<file path="config.mk">
export PLATFORM = sky130hd
export DESIGN_NAME = beat_phase_tracker_flat
export DESIGN_NICKNAME = d
export VERILOG_FILES = /design/src/rtl/bpt_pkg.sv /design/src/rtl/bpt_if.sv /design/src/rtl/beat_phase_tracker.sv /design/src/rtl/bpt_divider.sv /design/src/flat_wrapper.sv
export VERILOG_INCLUDE_DIRS = /design/src /design/src/rtl
export SDC_FILE = /design/constraint.sdc
export NUM_CORES = 2
export LEC_CHECK = 0
export ABC_CLOCK_PERIOD_IN_PS = 8900
export CAP_MARGIN = 5
export CORE_MARGIN = 1
export CORE_UTILIZATION = 60
export CTS_BUF_LIST = sky130_fd_sc_hd__clkbuf_4 sky130_fd_sc_hd__clkbuf_8
export CTS_CLUSTER_DIAMETER = 150
export DETAILED_ROUTE_END_ITERATION = 12
export DONT_BUFFER_PORTS = 1
export GPL_TIMING_DRIVEN = 1
export PLACE_DENSITY = 0.79
export RECOVER_POWER = 100
export SETUP_SLACK_MARGIN = 0.3
export SLEW_MARGIN = 5
export SYNTH_ARGS = -nofsm -noshare
export SYNTH_HDL_FRONTEND = slang
export SYNTH_SLANG_ARGS = --single-unit
</file>
<file path="constraint.sdc">
create_clock -name clk -period 8.9 [get_ports clk]
set_input_delay 1.335 -clock clk [delete_from_list [all_inputs] [get_ports clk]]
set_output_delay 1.335 -clock clk [all_outputs]
set_load 0.005 [all_outputs]
</file>
<file path="src/rtl/assert_macros.svh">
// Assertion macros for the beat phase tracker RTL.
// Included by files that check their own logic; empty when SYNTHESIS is defined.
`ifndef ASSERT_MACROS_SVH
`define ASSERT_MACROS_SVH

`ifndef SYNTHESIS
`define BPT_ASSERT_IMP(lbl, clk, rst_n, ante, cons) \
    lbl: assert property (@(posedge clk) disable iff (!rst_n) (ante) |-> (cons)) \
        else $error("assertion failed");
`define BPT_ASSERT_NEXT(lbl, clk, rst_n, ante, cons) \
    lbl: assert property (@(posedge clk) disable iff (!rst_n) (ante) |=> (cons)) \
        else $error("assertion failed");
`else
`define BPT_ASSERT_IMP(lbl, clk, rst_n, ante, cons)
`define BPT_ASSERT_NEXT(lbl, clk, rst_n, ante, cons)
`endif

`endif

</file>
<file path="src/rtl/bpt_pkg.sv">
// Shared types and constants of the beat phase tracker.
// No dependencies.
package bpt_pkg;

    localparam int TIME_BITS_DEF = 40;
    localparam int IVL_BITS      = 17;
    localparam int WEIGHT_BITS   = 16;
    localparam int LEVEL_BITS    = 16;
    localparam int PHASE_BITS    = 16;
    localparam int TALLY_BITS    = 4;
    localparam int CFG_IDX_BITS  = 3;
    localparam int CFG_DATA_BITS = 17;

    // 0.67 in Q0.16
    localparam logic [WEIGHT_BITS-1:0] FOLD_LOW = 16'd43909;

    localparam logic [LEVEL_BITS-1:0]  RST_THRESH   = 16'd164;
    localparam logic [IVL_BITS-1:0]    RST_MIN_IVL  = 17'd16384;
    localparam logic [IVL_BITS-1:0]    RST_MAX_IVL  = 17'd98304;
    localparam logic [IVL_BITS-1:0]    RST_GAP      = 17'd49152;
    localparam logic [IVL_BITS-1:0]    RST_INIT_IVL = 17'd32768;
    localparam logic [WEIGHT_BITS-1:0] RST_FAST_W   = 16'd27525;
    localparam logic [WEIGHT_BITS-1:0] RST_SLOW_W   = 16'd13107;
    localparam logic [TALLY_BITS-1:0]  RST_WARMUP   = 4'd4;

    typedef enum logic [CFG_IDX_BITS-1:0] {
        CFG_THRESH   = 3'd0,
        CFG_MIN_IVL  = 3'd1,
        CFG_MAX_IVL  = 3'd2,
        CFG_GAP      = 3'd3,
        CFG_INIT_IVL = 3'd4,
        CFG_FAST_W   = 3'd5,
        CFG_SLOW_W   = 3'd6,
        CFG_WARMUP   = 3'd7
    } bpt_cfg_idx_t;

    typedef enum logic [3:0] {
        S_IDLE,
        S_ARM,
        S_ONSET,
        S_FOLD_MUL,
        S_FOLD_UP,
        S_FOLD_DN,
        S_BLEND_A,
        S_BLEND_B,
        S_DIV,
        S_WAIT,
        S_DONE
    } bpt_state_t;

    typedef struct packed {
        logic busy;
        logic done;
    } bpt_div_stat_t;

endpackage

</file>
<file path="src/rtl/bpt_if.sv">
// Valid/ready channel interfaces of the beat phase tracker.
// Depends on bpt_pkg.
interface bpt_sample_if #(parameter int TIME_BITS = bpt_pkg::TIME_BITS_DEF) ();
    import bpt_pkg::*;

    logic                  valid;
    logic                  ready;
    logic [TIME_BITS-1:0]  time_stamp;
    logic                  onset_seen;
    logic [LEVEL_BITS-1:0] onset_level;

    modport source (output valid, output time_stamp, output onset_seen,
                    output onset_level, input ready);
    modport sink   (input valid, input time_stamp, input onset_seen,
                    input onset_level, output ready);
endinterface

interface bpt_phase_if ();
    import bpt_pkg::*;

    logic                  valid;
    logic                  ready;
    logic [PHASE_BITS-1:0] beat_phase;

    modport source (output valid, output beat_phase, input ready);
    modport sink   (input valid, input beat_phase, output ready);
endinterface

interface bpt_cfg_if ();
    import bpt_pkg::*;

    logic                     valid;
    logic                     ready;
    logic [CFG_IDX_BITS-1:0]  index;
    logic [CFG_DATA_BITS-1:0] data;

    modport source (output valid, output index, output data, input ready);
    modport sink   (input valid, input index, input data, output ready);
endinterface

</file>
<file path="src/rtl/beat_phase_tracker.sv">
// Beat phase tracker top level: re-arm, onset pairing, octave fold, blend, phase.
// Depends on bpt_pkg, bpt_if, bpt_divider and assert_macros.svh.
//
// Usage:
//   sample : sink channel; one transaction per analysis frame carrying
//            time_stamp (Q24.16 s), onset_seen and onset_level (Q4.12).
//   phase  : source channel; one transaction per sample, beat_phase in Q0.16.
//   cfg    : register write channel, always ready; write only while idle.
// Per sample: arm check, onset check, then the bit-serial divider; an onset
//   pair that updates the interval first adds the fold multiply, the fold-up
//   and fold-down steps, the blend multiply and the blend update. The divider
//   gives one quotient bit per cycle over the time difference and the 16 fraction bits.
// Throughput: one sample at a time; sample.ready is high only when idle.
// The phase output is registered: a new sample is taken while a result waits,
//   and a finished result waits in the final step until phase.ready frees it.
// Reset: configuration and tracker state registers return to their default
//   values, the tracker is disarmed, no result is pending.
module beat_phase_tracker #(
    parameter int TIME_BITS = bpt_pkg::TIME_BITS_DEF
) (
    input  logic         clk,
    input  logic         rst_n,
    bpt_sample_if.sink   sample,
    bpt_phase_if.source  phase,
    bpt_cfg_if.sink      cfg
);
    import bpt_pkg::*;

    `include "assert_macros.svh"

    localparam int LIM_BITS  = IVL_BITS + WEIGHT_BITS;
    localparam int PROD_BITS = 2 * IVL_BITS;
    localparam int SUM_BITS  = PROD_BITS + 1;
    localparam logic [IVL_BITS-1:0] W_ONE      = IVL_BITS'(1 << WEIGHT_BITS);
    localparam logic [SUM_BITS-1:0] ROUND_HALF = SUM_BITS'(1 << (WEIGHT_BITS - 1));

    // configuration
    logic [LEVEL_BITS-1:0]  thresh_reg;
    logic [IVL_BITS-1:0]    min_reg;
    logic [IVL_BITS-1:0]    max_reg;
    logic [IVL_BITS-1:0]    gap_reg;
    logic [IVL_BITS-1:0]    init_reg;
    logic [WEIGHT_BITS-1:0] fast_reg;
    logic [WEIGHT_BITS-1:0] slow_reg;
    logic [TALLY_BITS-1:0]  warm_reg;

    // tracker state
    bpt_state_t             state_reg, state_next;
    logic                   armed_reg, armed_next;
    logic                   known_reg, known_next;
    logic [IVL_BITS-1:0]    ivl_reg, ivl_next;
    logic [TIME_BITS-1:0]   anchor_reg, anchor_next;
    logic [TIME_BITS-1:0]   last_reg, last_next;
    logic [TIME_BITS-1:0]   prior_reg, prior_next;
    logic [TALLY_BITS-1:0]  tally_reg, tally_next;
    logic                   out_valid_reg, out_valid_next;

    // per-sample working registers
    logic [TIME_BITS-1:0]   t_reg, t_next;
    logic                   seen_reg, seen_next;
    logic [LEVEL_BITS-1:0]  level_reg, level_next;
    logic [IVL_BITS-1:0]    f_reg, f_next;
    logic [LIM_BITS-1:0]    lim_reg, lim_next;
    logic [WEIGHT_BITS-1:0] w_reg, w_next;
    logic [PROD_BITS-1:0]   prod_reg, prod_next;
    logic [PHASE_BITS-1:0]  out_data_reg, out_data_next;

    logic                   rearm;
    logic [TIME_BITS-1:0]   step;
    logic [TIME_BITS-1:0]   obs;
    logic                   obs_ok;
    logic                   up_ok;
    logic                   dn_ok;
    logic [IVL_BITS+1:0]    ref3;
    logic [WEIGHT_BITS-1:0] w_sel;
    logic [IVL_BITS-1:0]    w_comp;
    logic [LIM_BITS-1:0]    fw;
    logic [SUM_BITS-1:0]    blend_sum;

    logic                   div_start;
    bpt_div_stat_t          div_stat;
    logic [PHASE_BITS-1:0]  div_q;

    assign cfg.ready = 1'b1;

    always_ff @(posedge clk or negedge rst_n)
    begin
        if (!rst_n)
        begin
            thresh_reg <= RST_THRESH;
            min_reg    <= RST_MIN_IVL;
            max_reg    <= RST_MAX_IVL;
            gap_reg    <= RST_GAP;
            init_reg   <= RST_INIT_IVL;
            fast_reg   <= RST_FAST_W;
            slow_reg   <= RST_SLOW_W;
            warm_reg   <= RST_WARMUP;
        end
        else if (cfg.valid)
        begin
            case (cfg.index)
                CFG_THRESH:   thresh_reg <= cfg.data[LEVEL_BITS-1:0];
                CFG_MIN_IVL:  min_reg    <= cfg.data[IVL_BITS-1:0];
                CFG_MAX_IVL:  max_reg    <= cfg.data[IVL_BITS-1:0];
                CFG_GAP:      gap_reg    <= cfg.data[IVL_BITS-1:0];
                CFG_INIT_IVL: init_reg   <= cfg.data[IVL_BITS-1:0];
                CFG_FAST_W:   fast_reg   <= cfg.data[WEIGHT_BITS-1:0];
                CFG_SLOW_W:   slow_reg   <= cfg.data[WEIGHT_BITS-1:0];
                CFG_WARMUP:   warm_reg   <= cfg.data[TALLY_BITS-1:0];
                default:      ;
            endcase
        end
    end

    always_ff @(posedge clk or negedge rst_n)
    begin
        if (!rst_n)
        begin
            state_reg     <= S_IDLE;
            armed_reg     <= 1'b0;
            known_reg     <= 1'b0;
            ivl_reg       <= RST_INIT_IVL;
            anchor_reg    <= '0;
            last_reg      <= '0;
            prior_reg     <= '0;
            tally_reg     <= '0;
            out_valid_reg <= 1'b0;
        end
        else
        begin
            state_reg     <= state_next;
            armed_reg     <= armed_next;
            known_reg     <= known_next;
            ivl_reg       <= ivl_next;
            anchor_reg    <= anchor_next;
            last_reg      <= last_next;
            prior_reg     <= prior_next;
            tally_reg     <= tally_next;
            out_valid_reg <= out_valid_next;
        end
    end

    always_ff @(posedge clk)
    begin
        t_reg        <= t_next;
        seen_reg     <= seen_next;
        level_reg    <= level_next;
        f_reg        <= f_next;
        lim_reg      <= lim_next;
        w_reg        <= w_next;
        prod_reg     <= prod_next;
        out_data_reg <= out_data_next;
    end

    assign step   = t_reg - prior_reg;
    assign rearm  = !armed_reg || (t_reg < prior_reg) || (step > TIME_BITS'(gap_reg));
    assign obs    = t_reg - last_reg;
    assign obs_ok = (t_reg >= last_reg) && (obs >= TIME_BITS'(min_reg))
                    && (obs <= TIME_BITS'(max_reg));

    assign up_ok  = (f_reg != '0) && ({f_reg, {WEIGHT_BITS{1'b0}}} < lim_reg)
                    && ({f_reg, 1'b0} <= {1'b0, max_reg});
    assign ref3   = {2'b00, ivl_reg} + {1'b0, ivl_reg, 1'b0};
    assign dn_ok  = ({1'b0, f_reg, 1'b0} > ref3) && ({1'b0, f_reg} >= {min_reg, 1'b0});

    assign w_sel     = (tally_reg < warm_reg) ? fast_reg : slow_reg;
    assign w_comp    = W_ONE - IVL_BITS'(w_sel);
    assign fw        = f_reg * w_reg;
    assign blend_sum = {1'b0, prod_reg} + SUM_BITS'(fw) + ROUND_HALF;

    always_comb
    begin
        state_next     = state_reg;
        armed_next     = armed_reg;
        known_next     = known_reg;
        ivl_next       = ivl_reg;
        anchor_next    = anchor_reg;
        last_next      = last_reg;
        prior_next     = prior_reg;
        tally_next     = tally_reg;
        out_valid_next = out_valid_reg;
        t_next         = t_reg;
        seen_next      = seen_reg;
        level_next     = level_reg;
        f_next         = f_reg;
        lim_next       = lim_reg;
        w_next         = w_reg;
        prod_next      = prod_reg;
        out_data_next  = out_data_reg;
        div_start      = 1'b0;
        sample.ready   = (state_reg == S_IDLE);

        if (out_valid_reg && phase.ready)
            out_valid_next = 1'b0;

        case (state_reg)
            S_IDLE:
            begin
                if (sample.valid)
                begin
                    t_next     = sample.time_stamp;
                    seen_next  = sample.onset_seen;
                    level_next = sample.onset_level;
                    state_next = S_ARM;
                end
            end
            S_ARM:
            begin
                if (rearm)
                begin
                    if (ivl_reg < min_reg || ivl_reg > max_reg)
                        ivl_next = init_reg;
                    armed_next  = 1'b1;
                    known_next  = 1'b0;
                    tally_next  = '0;
                    last_next   = '0;
                    anchor_next = t_reg;
                end
                prior_next = t_reg;
                state_next = S_ONSET;
            end
            S_ONSET:
            begin
                state_next = S_DIV;
                if (seen_reg && level_reg >= thresh_reg)
                begin
                    if (!known_reg)
                    begin
                        known_next  = 1'b1;
                        last_next   = t_reg;
                        anchor_next = t_reg;
                    end
                    else if (obs_ok)
                    begin
                        f_next     = obs[IVL_BITS-1:0];
                        state_next = S_FOLD_MUL;
                    end
                end
            end
            S_FOLD_MUL:
            begin
                lim_next   = ivl_reg * FOLD_LOW;
                state_next = S_FOLD_UP;
            end
            S_FOLD_UP:
            begin
                if (up_ok)
                    f_next = {f_reg[IVL_BITS-2:0], 1'b0};
                else
                    state_next = S_FOLD_DN;
            end
            S_FOLD_DN:
            begin
                if (dn_ok)
                    f_next = {1'b0, f_reg[IVL_BITS-1:1]};
                else
                    state_next = S_BLEND_A;
            end
            S_BLEND_A:
            begin
                w_next     = w_sel;
                prod_next  = ivl_reg * w_comp;
                state_next = S_BLEND_B;
            end
            S_BLEND_B:
            begin
                ivl_next = blend_sum[IVL_BITS+WEIGHT_BITS-1:WEIGHT_BITS];
                if (tally_reg != '1)
                    tally_next = tally_reg + 1'b1;
                last_next   = t_reg;
                anchor_next = t_reg;
                state_next  = S_DIV;
            end
            S_DIV:
            begin
                div_start  = 1'b1;
                state_next = S_WAIT;
            end
            S_WAIT:
            begin
                if (div_stat.done)
                    state_next = S_DONE;
            end
            S_DONE:
            begin
                if (!out_valid_reg || phase.ready)
                begin
                    out_valid_next = 1'b1;
                    out_data_next  = (ivl_reg == '0) ? '0 : div_q;
                    state_next     = S_IDLE;
                end
            end
            default:
            begin
                state_next = S_IDLE;
            end
        endcase
    end

    bpt_divider #(
        .TIME_BITS (TIME_BITS)
    ) u_div (
        .clk      (clk),
        .rst_n    (rst_n),
        .start    (div_start),
        .dividend (t_reg - anchor_reg),
        .divisor  (ivl_reg),
        .stat     (div_stat),
        .quotient (div_q)
    );

    assign phase.valid      = out_valid_reg;
    assign phase.beat_phase = out_data_reg;

    `BPT_ASSERT_IMP(a_done_in_wait, clk, rst_n, div_stat.done, state_reg == S_WAIT)
    `BPT_ASSERT_NEXT(a_arm_sets, clk, rst_n, state_reg == S_ARM, armed_reg && prior_reg == t_reg)
    `BPT_ASSERT_NEXT(a_blend_tally, clk, rst_n, state_reg == S_BLEND_B, tally_reg != '0)
    `BPT_ASSERT_IMP(a_div_idle_start, clk, rst_n, div_start, !div_stat.busy)

endmodule

</file>
<file path="src/rtl/bpt_divider.sv">
// Bit-serial restoring divider: fraction of (dividend mod divisor) / divisor.
// Depends on bpt_pkg.
module bpt_divider #(
    parameter int TIME_BITS = bpt_pkg::TIME_BITS_DEF
) (
    input  logic                          clk,
    input  logic                          rst_n,
    input  logic                          start,
    input  logic [TIME_BITS-1:0]          dividend,
    input  logic [bpt_pkg::IVL_BITS-1:0]  divisor,
    output bpt_pkg::bpt_div_stat_t        stat,
    output logic [bpt_pkg::PHASE_BITS-1:0] quotient
);
    import bpt_pkg::*;

    localparam int ITER     = TIME_BITS + PHASE_BITS;
    localparam int CNT_BITS = $clog2(ITER + 1);

    logic [TIME_BITS-1:0]  sh_reg;
    logic [IVL_BITS-1:0]   rem_reg;
    logic [PHASE_BITS-1:0] quo_reg;
    logic [CNT_BITS-1:0]   cnt_reg;
    logic                  busy_reg;
    logic                  done_reg;

    logic [IVL_BITS:0]     trial;
    logic [IVL_BITS:0]     diff;
    logic                  fits;

    // dividend bits first, then zeros for the fraction
    assign trial = {rem_reg, sh_reg[TIME_BITS-1]};
    assign fits  = trial >= {1'b0, divisor};
    assign diff  = trial - {1'b0, divisor};

    always_ff @(posedge clk or negedge rst_n)
    begin
        if (!rst_n)
        begin
            busy_reg <= 1'b0;
            done_reg <= 1'b0;
            cnt_reg  <= '0;
        end
        else
        begin
            done_reg <= 1'b0;
            if (start)
            begin
                busy_reg <= 1'b1;
                cnt_reg  <= CNT_BITS'(ITER);
            end
            else if (busy_reg)
            begin
                cnt_reg <= cnt_reg - 1'b1;
                if (cnt_reg == CNT_BITS'(1))
                begin
                    busy_reg <= 1'b0;
                    done_reg <= 1'b1;
                end
            end
        end
    end

    always_ff @(posedge clk)
    begin
        if (start)
        begin
            sh_reg  <= dividend;
            rem_reg <= '0;
            quo_reg <= '0;
        end
        else if (busy_reg)
        begin
            sh_reg  <= {sh_reg[TIME_BITS-2:0], 1'b0};
            rem_reg <= fits ? diff[IVL_BITS-1:0] : trial[IVL_BITS-1:0];
            quo_reg <= {quo_reg[PHASE_BITS-2:0], fits};
        end
    end

    assign stat.busy = busy_reg;
    assign stat.done = done_reg;
    assign quotient  = quo_reg;

endmodule
</file>
<file path="src/flat_wrapper.sv">
// flat-port wrapper written by rule: the top's interface ports become plain ports
module beat_phase_tracker_flat import bpt_pkg::*;
#(
    parameter int TIME_BITS = bpt_pkg::TIME_BITS_DEF
)
  (clk, rst_n, sample_valid, sample_time_stamp, sample_onset_seen, sample_onset_level, sample_ready, phase_valid, phase_beat_phase, phase_ready, cfg_valid, cfg_index, cfg_data, cfg_ready);
  bpt_sample_if #(.TIME_BITS(TIME_BITS)) sample_i ();
  bpt_phase_if phase_i ();
  bpt_cfg_if cfg_i ();
  input  logic clk;
  input  logic rst_n;
  input wire logic [$bits(sample_i.valid)-1:0] sample_valid;
  input wire logic [$bits(sample_i.time_stamp)-1:0] sample_time_stamp;
  input wire logic [$bits(sample_i.onset_seen)-1:0] sample_onset_seen;
  input wire logic [$bits(sample_i.onset_level)-1:0] sample_onset_level;
  output wire logic [$bits(sample_i.ready)-1:0] sample_ready;
  output wire logic [$bits(phase_i.valid)-1:0] phase_valid;
  output wire logic [$bits(phase_i.beat_phase)-1:0] phase_beat_phase;
  input wire logic [$bits(phase_i.ready)-1:0] phase_ready;
  input wire logic [$bits(cfg_i.valid)-1:0] cfg_valid;
  input wire logic [$bits(cfg_i.index)-1:0] cfg_index;
  input wire logic [$bits(cfg_i.data)-1:0] cfg_data;
  output wire logic [$bits(cfg_i.ready)-1:0] cfg_ready;
  assign sample_i.valid = sample_valid;
  assign sample_i.time_stamp = sample_time_stamp;
  assign sample_i.onset_seen = sample_onset_seen;
  assign sample_i.onset_level = sample_onset_level;
  assign sample_ready = sample_i.ready;
  assign phase_valid = phase_i.valid;
  assign phase_beat_phase = phase_i.beat_phase;
  assign phase_i.ready = phase_ready;
  assign cfg_i.valid = cfg_valid;
  assign cfg_i.index = cfg_index;
  assign cfg_i.data = cfg_data;
  assign cfg_ready = cfg_i.ready;
  beat_phase_tracker #(.TIME_BITS(TIME_BITS)) u_core (.clk(clk), .rst_n(rst_n), .sample(sample_i), .phase(phase_i), .cfg(cfg_i));
endmodule
</file>
==> impl_metrics.env <==
export IMPL_fin_crit_sh_pct=95.4
export IMPL_outcome="finished, violations left"
export IMPL_grt_usage_pct=32.1
export IMPL_dpl_worst_slack_ps=-399
export IMPL_initial_core_util_pct=60.6
export IMPL_dp_cells=6956
export IMPL_endpoint_kind="register"
export IMPL_wl_per_cell_microns=20.8
export IMPL_die_h_microns=306
export IMPL_rows=111
export IMPL_gp_congestion=0.963
export IMPL_required_ps=9370
export IMPL_avgViaCountPerCell=6.02
export IMPL_synth_cell_area_sq_um=55500
export IMPL_fin_ws_ps=406
export IMPL_io_pins=101
export IMPL_avgSynthCellArea_sq_um=9.44
export IMPL_clock_sinks=521
export IMPL_syn_nets=7185
export IMPL_slew_viol_final=407
export IMPL_syn2layout_area_growth_pct=6.92
export IMPL_worstSkewPairLatency_ps=770
export IMPL_min_path_type="primary input to async pin"
export IMPL_synth_most_common_cell="inv_1"
export IMPL_fin_crit_ps=8490
export IMPL_hold_violations=0
export IMPL_drv_cap=8
export IMPL_synthCells=5879
export IMPL_core_sq_um=91700
export IMPL_yosysTopAreaCellShare_pct=19.5
export IMPL_slew_headroom_pct=-158
export IMPL_synth_area_leaders="fa_1 (20%), ha_1 (15%), edfxtp_1 (11%)"
export IMPL_cp_arrival_ps=8960
export IMPL_die_area_sq_um=93800
export IMPL_synth_edf_count=212
export IMPL_grt_start_max_net_pins=277
export IMPL_worstMarginPinSlew_ps=3870
export IMPL_drcViolationCount=0
export IMPL_setup_viol_count_final=0
export IMPL_vias=43100
export IMPL_antenna_found_initial=2
export IMPL_final_cells=7147
export IMPL_netlist_top_cells_count="inv_1 (976), ha_1 (682), nand2_1 (651)"
export IMPL_ant_nets=0
export IMPL_numPortBuffers=0
export IMPL_postPlaceCellArea_sq_um=57000
export IMPL_first_pass_iters=6
export IMPL_power_mw=5.97
export IMPL_htreeDepth=3
export IMPL_slowest_delay_ps=550
export IMPL_hold_ws_ps=304
export IMPL_final_util_pct=64.8
export IMPL_finalNetCount=7185
export IMPL_rsz0062_at_grt="no"
export IMPL_cp_start_kind="register"
export IMPL_fin_area_sq_um=59400
export IMPL_yosysTopAreaCell="fa_1"
export IMPL_synthFlopType="dfrtp_1"
export IMPL_crit_slowest_cell="fa_1"
export IMPL_drive_gt1_share_pct=7.67
export IMPL_clk_pin_slew_ps=60
export IMPL_vdd_drop_max_uv=138
export IMPL_grt_pass1_vias=44300
export IMPL_cts_hold_buf=0
export IMPL_grt_pass1_wl_mm=235
export IMPL_drtIter0Drc=3607
export IMPL_critPathMaxFanout=11
export IMPL_ys_seq_area_share_pct=25.2
export IMPL_fmax_mhz=118
export IMPL_power_density_nw_per_um2=101
export IMPL_wl_mm=149
export IMPL_ys_ff_latch=521
export IMPL_violations="max-capacitance violations, max-slew violations"
export IMPL_dp_hpwl_mm=112
export IMPL_p_leak_nw=28.9
export IMPL_cts_tree="built"
export IMPL_tns_ps=0
export IMPL_skew_ps=64.9
export IMPL_cts_buffers=92
export IMPL_gr_total_overflow=0
export IMPL_synthArstFlopShare_pct=53.0
export IMPL_path_class="register to register"
export IMPL_clockBufferDepth=3
export IMPL_cts_root_buffer="clkbuf_8"
export IMPL_die_w_microns=306
export IMPL_synthDistinctLibCells=95
export IMPL_yosysWarnings=0
## where the power goes
part / internal (mW) / switching [mW] / total, mW
logic: 0.359 / 0.512 / 0.871
registers: 2.63 / 0.0707 / 2.70
clock network: 1.30 / 1.10 / 2.40
## routing by layer
| layer | vias up | track usage (%) | wire length [microns] |
|---|---|---|---|
| met5 | - | 0 | 0 |
| met2 | 1869 | 52.0 | 68300 |
| met1 | 21100 | 40.5 | 58000 |
| met4 | 0 | 14.5 | 7510 |
| met3 | 450 | 8.08 | 14800 |
| li1 | 19600 | - | - |
## final timing paths
| path | from | end | slack [ps] | depth (start not counted) |
|---|---|---|---|---|
| setup / recovery | u_core.tally_reg[1]$_DFFE_PN0P_ | u_core.prod_reg[31]$_DFFE_PP_ | 410 | 34 |
| hold / removal | rst_n | u_core.known_reg$_DFFE_PN0P_ | 300 | 0 |
| setup reg to reg | u_core.tally_reg[1]$_DFFE_PN0P_ | u_core.prod_reg[31]$_DFFE_PP_ | 410 | 34 |
| hold reg to reg | u_core.u_div.quotient[15]$_SDFFE_PP0P_ | u_core.u_div.quotient[15]$_SDFFE_PP0P_ | 490 | 2 |
| max in group asynchronous | rst_n | u_core.min_reg[5]$_DFFE_PN0P_ | 8080 | 0 |
| min in group clk | u_core.u_div.quotient[15]$_SDFFE_PP0P_ | u_core.u_div.quotient[15]$_SDFFE_PP0P_ | 490 | 2 |
## kinds of logic after synthesis
| group | after synthesis | share of synthesized area (%) |
|---|---|---|
| buffers and inverters | 1182 | 8.07 |
| AOI/OAI and AO/OA | 1034 | 11.9 |
| other | 1 | 0.00675 |
| DFF | 521 | 25.2 |
| muxes | 187 | 3.66 |
| xor gates and xnor gates | 188 | 2.97 |
| and+or+nand+nor | 1542 | 13.3 |
| adders and majority gates | 1224 | 34.9 |
## critical path: cells and delay by family, from the launching register on
family / cells / cell delay [ps]
AOI/OAI and AO/OA: 9 / 1620
xor gates and xnor gates: 2 / 260
adders and majority gates: 9 / 3900
buffers and inverters: 10 / 1310
DFF: 1 / 380
muxes: 1 / 370
and+or+nand+nor: 3 / 370
## layout make-up
type	count	area [sq um]
diodes	2	5.00
clock buffers	138	1670
clock inverters	36	298
fillers	7167	32300
inverters	977	3670
multi-input cells	4176	37400
flip-flops and latches	521	14000
well taps	1186	1480
repair buffers	111	837
## repair_timing
item / in CTS / in global routing
endpoints found under the hold margin: 0 / 0
setup buffers: 7 / 8
endpoints found under the setup margin: 10 / 10
pin swaps: 4 / 17
resized for setup: 20 / 49
## placed cells by master, fill, tap and decap left out, drive strengths merged, types with 59 or more instances in the layout
cell	netlist	routed
edfxtp	212	212
and2	202	202
xnor2	133	133
nand3	70	70
mux2i	61	61
inv	977	979
nand2	651	651
buf	17	94
nor2	244	244
a21oi	267	267
nand4	59	59
a21o	114	114
fa	542	542
o21ai	291	291
ha	682	682
dfrtp	249	249
mux2	126	126
nor3	61	61
clkbuf	188	155
Note: power is estimated with default switching activity, not from simulation.
